**config.mk**
```make
export PLATFORM = sky130hd
export DESIGN_NAME = wgm_ram
export DESIGN_NICKNAME = d
export VERILOG_FILES = /design/src/rtl/core/weighted_gram_matrix_core_assert.svh /design/src/rtl/core/wgm_ram.sv
export SDC_FILE = /design/constraint.sdc
export NUM_CORES = 2
export LEC_CHECK = 0
export BUFFER_PORTS_ARGS = -buffer_cell sky130_fd_sc_hd__buf_2
export CAP_MARGIN = 20
export CORE_MARGIN = 3
export CORE_UTILIZATION = 40
export CTS_CLUSTER_SIZE = 14
export DETAILED_ROUTE_END_ITERATION = 8
export GPL_TIMING_DRIVEN = 0
export MAX_ROUTING_LAYER = met4
export PLACE_DENSITY = 0.55
export RECOVER_POWER = 100
export SLEW_MARGIN = 0
export SYNTH_ARGS = -nofsm -noshare
export SYNTH_HDL_FRONTEND = slang
export SYNTH_SLANG_ARGS = --single-unit
```
**constraint.sdc**
```tcl
create_clock -name clk_i -period 16.69 [get_ports clk_i]
set_clock_uncertainty 0.2 [all_clocks]
set_input_delay 1.669 -clock clk_i [delete_from_list [all_inputs] [get_ports clk_i]]
set_output_delay 1.669 -clock clk_i [all_outputs]
set_load 0.005 [all_outputs]
```
**src/rtl/core/weighted_gram_matrix_core_assert.svh**
```systemverilog
// Assertion macros for the weighted Gram matrix core.
// Expects clk_i and rst_ni in the scope of the module that uses them.
`ifndef WEIGHTED_GRAM_MATRIX_CORE_ASSERT_SVH
`define WEIGHTED_GRAM_MATRIX_CORE_ASSERT_SVH

// The consequent must hold in the same cycle as the antecedent.
`define WGM_ASSERT_SAME(label, ante, cons) \
  label: assert property (@(posedge clk_i) disable iff (!rst_ni) (ante) |-> (cons)) \
    else $error("weighted Gram matrix core: assertion failed");

// The consequent must hold in the cycle after the antecedent.
`define WGM_ASSERT_NEXT(label, ante, cons) \
  label: assert property (@(posedge clk_i) disable iff (!rst_ni) (ante) |=> (cons)) \
    else $error("weighted Gram matrix core: assertion failed");

`endif

```
**src/rtl/core/wgm_ram.sv**
```systemverilog
// Generic single write port, single read port RAM with registered read.
// No dependencies.
`default_nettype none

module wgm_ram #(
  parameter int Width = 64,
  parameter int Depth = 64
) (
  input  wire logic                     clk_i,
  input  wire logic                     we_i,
  input  wire logic [$clog2(Depth)-1:0] waddr_i,
  input  wire logic [Width-1:0]         wdata_i,
  input  wire logic                     re_i,
  input  wire logic [$clog2(Depth)-1:0] raddr_i,
  output logic      [Width-1:0]         rdata_o
);

  logic [Width-1:0] mem_q [Depth];

  // Write port.
  always_ff @(posedge clk_i) begin
    if (we_i) begin
      mem_q[waddr_i] <= wdata_i;
    end
  end

  // Registered read port.
  always_ff @(posedge clk_i) begin
    if (re_i) begin
      rdata_o <= mem_q[raddr_i];
    end
  end

endmodule

`default_nettype wire

```
==> impl_metrics.ini <==
[outcome]
status = finished with violations
violations = max-capacitance violations, max-slew violations

[yosys]
synth_cell_types = 32
yosys_warnings = 0
netlist_instances = 6598
ys_ff_latch = 4160
synth.top_cell.area_share = 0.796
synth_nets = 6677
yosysSeqAreaShare = 0.796
syn-cell-area_um2 = 157000
synthTopCellsByArea = edfxtp_1, mux4_2, mux2i_1
syn_avg_cell_area_um2 = 23.8
synth_top_cell_by_area = edfxtp_1

[global_route]
grt_pass1_vias = 77000
grt_usage = 0.229
antenna_found_initial = 45
grt_pass1_wl_um = 619000
grt_max_degree = 65
gr-total-overflow = 0

[power]
p_leak_nw = 54.8
switching_share = 0.215
power.switching_mw = 4.73
combPwrFrac = 0.051
clkPwrFrac = 0.420
cell_internal_pwr_mw = 17.3
seq_power_share = 0.529
ir_drop_mv = 0.0844
p_per_area_nw_per_um2 = 123

[route]
totalWireLength_um = 448000
drc_errors = 0
ant_nets = 0
wl_per_cell_um = 34.4
viasPerCell = 5.83
firstDrtPassIters = 8
vias = 75800
drt_iter0_markers = 9460

[sta]
worst_slack_ns = 9.16
worst_slew_pin_slew_ns = 3.86
hold_violations = 0
slew_headroom = -1.57
fin_crit_ns = 7.53
final.setup.tns_ns = 0
rsz0062_at_grt = no
drv_slew = 7053
setup-violations-final = 0
period_share = 0.451
max_freq_mhz = 133

[setup_path]
critPathMaxFanout = 21
critPathRequiredTime_ns = 17.02
start_kind = primary input
crit_chain = clkbuf_1 > nor2b_1 > nand4b_1 > nor2_1 > clkbuf_1 > clkbuf_1 > clkbuf_1
cp_slowest_stage_delay_ns = 1.71
cp.arrival_ns = 7.86
critical_path.endpoint_type = register
path_class = primary input to register
slowest_stage = nor2_1
cp_top_family = buffers and inverters
crit_buf_inv = 4
cpMostUsedCell = clkbuf_1

[finish]
nets = 7517
final_common_cell = edfxtp_1
multi_input_area_um2 = 30200
area_growth_pct = 13.8
fillers = 32300
final_cell_mix = edfxtp_1, mux4_2, clkbuf_1
seqCellArea_um2 = 125000
drive_above_1_share = 0.240

[min_path]
hold_class = register to register

[die]
placementRows = 229
fp.dieArea_um2 = 400000
ioPinCount = 143
start_util = 0.403
core-area_um2 = 390000
dieWidth_um = 632
die_y_um = 632

[clock_tree]
cts_made_buffers = 418
worstSkewPairLatency_ns = 0.97
htree_num_levels = 5
clockBufferDepth = 4
cts_hold_buf = 0
clockRootBuffer = clkbuf_16
post_cts_resized = 0
cts_tree = built
clk_pin_slew_worst_paths_ns = 0.06
cts_setup_buffers = 0
clock-sinks = 4160

[placement]
hpwl_um = 305000
place_congestion = 0.829
io_buffers = 134
place_ws_ns = 10.15

[job]
max_cap_violations = 260
registers in the layout, summed over array words and instances, names as in the netlist:
name	cells
mem_q	4096
rdata_o	64
routing by layer:
layer	wire (µm)	GRT usage
met1	179000	0.308
met2	216000	0.362
met3	36500	0.0393
met4	16500	0.0645
met5	0	-
worst reg2reg max path, cell delays in order, from the launching register on:
cell and delay, ns:
edfxtp_1 0.37, mux4_2 0.48, mux2i_1 0.34, o22ai_1 0.22, a41oi_1 0.90, a211oi_1 0.22, clkbuf_1 0.28
synth_stat cells:
cell type	count
a22o_1	88
and2_1	3
nand4_1	2
nor2b_1	28
a211oi_1	63
or2_2	28
o221ai_1	38
mux2i_1	135
nand2b_1	11
nor2_1	112
buf_2	170
buf_4	34
nand3_1	45
a31o_1	1
buf_6	6
a2bb2oi_1	19
or3b_2	1
o22ai_1	83
nor3_1	2
and3_1	64
a31oi_1	18
edfxtp_1	4160
nand2_1	58
a22oi_1	168
nand3b_1	2
or3_1	29
nand4b_1	1
inv_1	19
clkbuf_1	140
a41oi_1	26
buf_1	20
mux4_2	1024
stage by stage:
| step | hold slack, ns | power [mW] | instance area [µm²] | utilization | instances |
|---|---|---|---|---|---|
| 3_5_place_dp | 0.778 | 13.0 | 170000 | 0.435 | 12200 |
| 4_1_cts | 0.791 | 22.2 | 183000 | 0.469 | 12900 |
| 6_report | 0.785 | 22.0 | 179000 | 0.458 | 13000 |
| 2_1_floorplan | 0.665 | 12.4 | 157000 | - | 6598 |
| 5_1_grt | 0.827 | 22.6 | 179000 | 0.458 | 13000 |
| 3_3_place_gp | 0.785 | 12.9 | 164000 | 0.421 | 11900 |
power groups by stage:
| stage | Combinational, mW | Clock, mW | Sequential (mW) |
|---|---|---|---|
| global route | 1.18 | 9.81 | 11.6 |
| finish | 1.12 | 9.23 | 11.6 |
| detailed placement | 1.17 | 0 | 11.8 |
| floorplan | 0.539 | 0 | 11.8 |
| global placement | 1.10 | 0 | 11.8 |
| CTS | 1.17 | 9.38 | 11.6 |
layout make-up:
class                   instances  area share
flip-flops and latches       4160       0.699
multi-input cells            2049       0.169
clock buffers                 519      0.0614
well taps                    5197      0.0364
clock inverters               249      0.0134
plain buffers                 370     0.00986
repair buffers                420     0.00947
inverters                      19    0.000399
diodes                         27    0.000378
final timing paths:
path | startpoint | endpoint | slack [ns] | depth (start not counted)
max | waddr_i[3] | mem_q[50][24]$_DFFE_PP_ | 9.16 | 7
min | mem_q[62][46]$_DFFE_PP_ | rdata_o[46]$_DFFE_PP_ | 0.78 | 4
max reg2reg | mem_q[55][52]$_DFFE_PP_ | rdata_o[52]$_DFFE_PP_ | 13.37 | 6
min reg2reg | mem_q[62][46]$_DFFE_PP_ | rdata_o[46]$_DFFE_PP_ | 0.78 | 4
logic make-up (layout without fill, tap and decap cells):
logic type / Yosys count / in the layout / share of synthesized area
AO/OA/AOI/OAI: 504 / 504 / 0.0247
buffers and inverters: 389 / 1577 / 0.0118
flip-flops: 4160 / 4160 / 0.796
multiplexers: 1159 / 1159 / 0.156
other: 0 / 27 / 0
AND/OR/NAND/NOR: 386 / 386 / 0.0123
(Power assumes the default switching activity.)
