==> config.mk <==
export PLATFORM = sky130hd
export DESIGN_NAME = wgm_mac
export DESIGN_NICKNAME = d
export VERILOG_FILES = /design/src/rtl/core/weighted_gram_matrix_core_assert.svh /design/src/rtl/core/wgm_pkg.sv /design/src/rtl/core/wgm_mac.sv
export SDC_FILE = /design/constraint.sdc
export NUM_CORES = 2
export LEC_CHECK = 0
export BUFFER_PORTS_ARGS = -buffer_cell sky130_fd_sc_hd__buf_2
export CORE_MARGIN = 1.5
export CORE_UTILIZATION = 50
export CTS_CLUSTER_DIAMETER = 200
export DETAILED_ROUTE_END_ITERATION = 16
export HOLD_SLACK_MARGIN = 0.1
export PLACE_DENSITY = 0.67
export SYNTH_ARGS = -nofsm -noshare
export SYNTH_HDL_FRONTEND = slang
export SYNTH_SLANG_ARGS = --single-unit
export TNS_END_PERCENT = 5
==> constraint.sdc <==
create_clock -name clk_i -period 9.6 [get_ports clk_i]
set_input_delay 0.48 -clock clk_i [delete_from_list [all_inputs] [get_ports clk_i]]
set_output_delay 0.48 -clock clk_i [all_outputs]
set_load 0.005 [all_outputs]
==> src/rtl/core/weighted_gram_matrix_core_assert.svh <==
// Assertion macros for the weighted Gram matrix core.
// Expects clk_i and rst_ni in the scope of the module that uses them.
`ifndef WEIGHTED_GRAM_MATRIX_CORE_ASSERT_SVH
`define WEIGHTED_GRAM_MATRIX_CORE_ASSERT_SVH

// The consequent must hold in the same cycle as the antecedent.
`define WGM_ASSERT_SAME(label, ante, cons) \
  label: assert property (@(posedge clk_i) disable iff (!rst_ni) (ante) |-> (cons)) \
    else $error("weighted Gram matrix core: assertion failed");

// The consequent must hold in the cycle after the antecedent.
`define WGM_ASSERT_NEXT(label, ante, cons) \
  label: assert property (@(posedge clk_i) disable iff (!rst_ni) (ante) |=> (cons)) \
    else $error("weighted Gram matrix core: assertion failed");

`endif

==> src/rtl/core/wgm_pkg.sv <==
// Shared constants, types and helpers of the weighted Gram matrix core.
// No dependencies; used by wgm_mac and weighted_gram_matrix_core.
`default_nettype none

package wgm_pkg;

  // Matrix size and derived index widths.
  localparam int MaxCols = 8;
  localparam int ColW    = $clog2(MaxCols);
  localparam int CntW    = $clog2(MaxCols + 1);
  localparam int AddrW   = 2 * ColW;
  localparam int Depth   = 1 << AddrW;

  // Field widths.
  localparam int NColsW = 4;
  localparam int IdxW   = 3;
  localparam int ZW     = 16;
  localparam int WW     = 16;
  localparam int SumW   = 64;
  localparam int ZwW    = ZW + WW + 1;
  localparam int ProdW  = ZwW + ZW;

  // Control from the sequencer to the multiply-accumulate unit.
  typedef struct packed {
    logic load_zw;
    logic issue;
  } mac_ctrl_t;

  // Write-back of one accumulator.
  typedef struct packed {
    logic             en;
    logic [AddrW-1:0] addr;
    logic [SumW-1:0]  data;
  } wr_t;

  // Clamp the configured dimension to the range 1 to MaxCols.
  function automatic logic [CntW-1:0] dim_in_use(input logic [NColsW-1:0] n_cols);
    logic [CntW-1:0] n;
    n = CntW'(n_cols);
    if (n_cols == '0) begin
      n = CntW'(1);
    end else if (32'(n_cols) > MaxCols) begin
      n = CntW'(MaxCols);
    end
    return n;
  endfunction

endpackage

`default_nettype wire

==> src/rtl/core/wgm_mac.sv <==
// Shared multiply-accumulate unit: weight times element, times second element,
// then a saturating add into one accumulator. Depends on wgm_pkg.
`default_nettype none

module wgm_mac
  import wgm_pkg::*;
(
  input  wire logic                   clk_i,
  input  wire logic                   rst_ni,
  input  wire mac_ctrl_t              ctrl_i,
  input  wire logic signed [ZW-1:0]   z_i,
  input  wire logic        [WW-1:0]   w_i,
  input  wire logic        [AddrW-1:0] addr_i,
  input  wire logic                   old_vld_i,
  input  wire logic        [SumW-1:0] rd_data_i,
  output wr_t                         wr_o
);

  localparam logic [SumW-1:0] SumMax = {1'b0, {(SumW-1){1'b1}}};
  localparam logic [SumW-1:0] SumMin = {1'b1, {(SumW-1){1'b0}}};

  logic signed [ZwW-1:0]   zw_q;
  logic signed [ProdW-1:0] prod_q;
  logic                    p_vld_q;
  logic        [AddrW-1:0] p_addr_q;
  logic                    p_old_q;
  logic        [SumW-1:0]  old_sum;
  logic        [SumW:0]    sum_ext;

  // First product: row weight times the element of the current row index.
  always_ff @(posedge clk_i) begin
    if (ctrl_i.load_zw) begin
      zw_q <= $signed(z_i) * $signed({1'b0, w_i});
    end
  end

  // Second product, with the accumulator address and its old-valid flag.
  always_ff @(posedge clk_i) begin
    if (ctrl_i.issue) begin
      prod_q   <= zw_q * z_i;
      p_addr_q <= addr_i;
      p_old_q  <= old_vld_i;
    end
  end

  always_ff @(posedge clk_i or negedge rst_ni) begin
    if (!rst_ni) begin
      p_vld_q <= 1'b0;
    end else begin
      p_vld_q <= ctrl_i.issue;
    end
  end

  // Saturating add: an accumulator never written since the last clear reads as zero.
  always_comb begin
    old_sum = p_old_q ? rd_data_i : '0;
    sum_ext = {old_sum[SumW-1], old_sum}
            + {{(SumW + 1 - ProdW){prod_q[ProdW-1]}}, prod_q};
    wr_o.en   = p_vld_q;
    wr_o.addr = p_addr_q;
    if (sum_ext[SumW] != sum_ext[SumW-1]) begin
      wr_o.data = sum_ext[SumW] ? SumMin : SumMax;
    end else begin
      wr_o.data = sum_ext[SumW-1:0];
    end
  end

endmodule

`default_nettype wire

==> reports/metrics.cfg <==
[cts]
cts_tree = done
cts.sink_count = 90
cts_buffers = 9
clock_path_buffers = 2
cts.clk_slew.worst_paths_ns = 0.08
htree_levels = 3
cts_root_buf = clkbuf_16
insertion_delay_ns = 0.38

[die]
die_x_um = 267
io_pins = 178
die_y_um = 267
rows = 96
core_mm2 = 0.0687
initial_core_util_pct = 50.7
die-area_mm2 = 0.0712

[logic_synthesis]
yosys_register_bits = 90
synth-edff-count = 89
yosys_most_used_dff = edfxtp_1
avgSynthCellArea_um2 = 8.83
ys_seq_area_share_pct = 7.75
ys_async_sr_fraction_pct = 1.11
syn_nets = 5048
synth_area_leaders = fa_1, ha_1, inv_1
synth_top_area_cell = fa_1
synth_top_area_share_pct = 40.0
syn-cell-area_mm2 = 0.0348
synthCells = 3944
yosysWarnings = 0
ys_types = 83

[grt]
grt_pass1_vias = 27300
grt_max_degree = 63
grt_pass1_wl_mm = 139
overflow = 0
antenna_found_initial = 0
globalRouteTotalUtil_pct = 24.4

[flow_run]
drv_cap = 0

[drt]
routed_via_density = 5.27
routed_wl_mm = 83.3
firstDrtPassIters = 5
ant_nets = 0
drc = 0
drt_iter0_drc = 1668
vias = 25800
post_drt_wl_per_cell_um = 17.0

[hold_path]
min_from = addr_i[4]
min_path_type = in -> reg
holdPathEnd = p_addr_q[4]
min_delay_path_depth = 1

[timing]
min_period_ns = 7.32
max_slew_margin_pct = 30.8
finalCritPeriodShare_pct = 76.3
skew_ns = 0.0120
rsz0062_at_grt = no
drv_slew = 0
setup_viol = 0
tightest_slew_ns = 1.01
finalSetupTns_ns = 0
fmax_mhz = 137
hold_violations = 0

[setup_path]
end_kind = flop
path_class = in -> reg
crit_path_max_incr_delay_ns = 0.86
crit_path_cell_trace = buf_2, nand2_1, fa_1, inv_1, fa_1, inv_1, fa_1, fa_1, inv_1, fa_1, inv_1, fa_1, inv_1, ha_1, a21o_1, a21o_1, a21oi_1, nor2_1, a2111oi_0, a31o_2, a31oi_1, a21o_1, a21oi_1, xnor2_1
worst-path-buf-inv = 6
crit_cells = 24
crit_family = adder cells
worst_setup_path_start_kind = input port
crit_start = z_i[4]
cp_max_fo = 49
slowest_stage = a2111oi_0
r2r_cells = 22
crit_arrival_ns = 7.45
regToRegSetupSlack_ns = 2.46
r2r_end = prod_q[47]
cp_data_required_time_ns = 9.73
crit_top_cell = fa_1
r2r_start = zw_q[18]

[placement]
gp_congestion = 0.904
io_buffers = 177
dp_hpwl_mm = 68.7

[cells_and_area]
area_growth_pct = 4.78
n_antenna_cell = 0
layout-drive-gt1-share_pct = 6.72
final_cell_mix = inv_1, fa_1, nand2_1
fin_nets = 5072
n_fill_cell = 6466
final_common_cell = inv_1

[status]
status = complete, no violations

[cell type report]
cell class	count	area [um2]	area share [%]
well taps	931	1160	3.19
flip-flops and latches	90	2700	7.40
clock buffers	11	233	0.638
inverters	848	3180	8.73
multi-input cells	2823	28100	77.1
clock inverters	5	40.0	0.110
repair buffers	196	1030	2.83
[flip-flops by register name, summed over array words and instances (netlist names)]
register  count
p_addr_q      6
p_vld_q       1
zw_q         33
p_old_q       1
prod_q       49
[Yosys cell counts, drive strengths merged, types with 4 or more instances]
cell type    n
o21bai      17
a221oi       5
nand2b      35
nand2      525
a21oi      143
or4          4
o21ai      138
or3          4
o22ai        8
clkbuf     158
xor2        49
and2       382
a2111oi      8
xnor2       88
a21boi       7
a211o        6
fa         695
and3        17
o31ai        7
a41oi        5
o221ai       4
inv        847
a31oi       16
o21a        22
nor3        15
ha         302
nor2       106
a31o         8
a211oi      15
or2          7
nand4       21
a21o        73
edfxtp      89
o211ai      11
nand3       28
nor2b       13
buf         25
[per-stage QoR]
| step | util, % | hold WS, ns | cell area, um2 | instances | setup WS, ns |
|---|---|---|---|---|---|
| floorplan | - | 0.184 | 34800 | 3944 | 2.94 |
| global placement | 52.7 | 0.254 | 36200 | 4887 | 1.89 |
| detailed placement | 52.7 | 0.256 | 36200 | 4887 | 1.77 |
| CTS | 53.1 | 0.255 | 36500 | 4904 | 2.17 |
| global route | 53.1 | 0.263 | 36500 | 4904 | 1.77 |
| finish | 53.1 | 0.268 | 36500 | 4904 | 2.28 |
[worst reg2reg max path, cell delays in order, from the launching register on]
cell      delay (ns)
edfxtp_1        0.73
and2_1          0.34
fa_1            0.54
inv_1           0.05
fa_1            0.46
fa_1            0.51
inv_1           0.08
fa_1            0.50
fa_1            0.49
inv_1           0.05
fa_1            0.48
inv_1           0.04
ha_1            0.37
a21o_1          0.19
a21oi_1         0.18
nor2_1          0.07
o41ai_1         0.41
o221ai_1        0.28
o211ai_1        0.27
nand2_1         0.20
a31oi_1         0.31
o21ai_0         0.15
xor2_1          0.17
[metal layers]
layer	global-route usage (%)	up-vias	share of wire [%]
li1	-	12100	-
met2	41.0	749	47
met5	0	-	0
met1	33.2	12900	45
met4	5.21	0	1.7
met3	4.01	78	6.6
[repair_timing]
item                                   CTS  global route
resized for setup                        0             0
endpoints found under the hold margin    1             0
buffers inserted                         0             0
hold buffers                             1             0
[worst max-delay path by stage]
stage                           to  slack [ns]
after CTS                 zw_q[32]        2.17
after global placement    zw_q[32]        1.89
final                     zw_q[32]        2.28
after detailed placement  zw_q[32]        1.77
after floorplan           zw_q[32]        2.94
after global routing      zw_q[32]        1.77
[logic make-up (layout without fill, tap and decap cells)]
family / count (synthesis) / in the layout / share of synthesized area (%)
buf+inv: 1031 / 1060 / 11.5
simple gates: 1169 / 1169 / 16.5
mux: 3 / 3 / 0.140
fa+ha+maj: 997 / 997 / 50.8
flops: 90 / 90 / 7.75
compound gates: 517 / 517 / 9.89
xor+xnor: 137 / 137 / 3.45
Power is left out: the tool's default activity adds up to more than one toggle a clock period on the data nets, which glitch-free logic cannot reach.
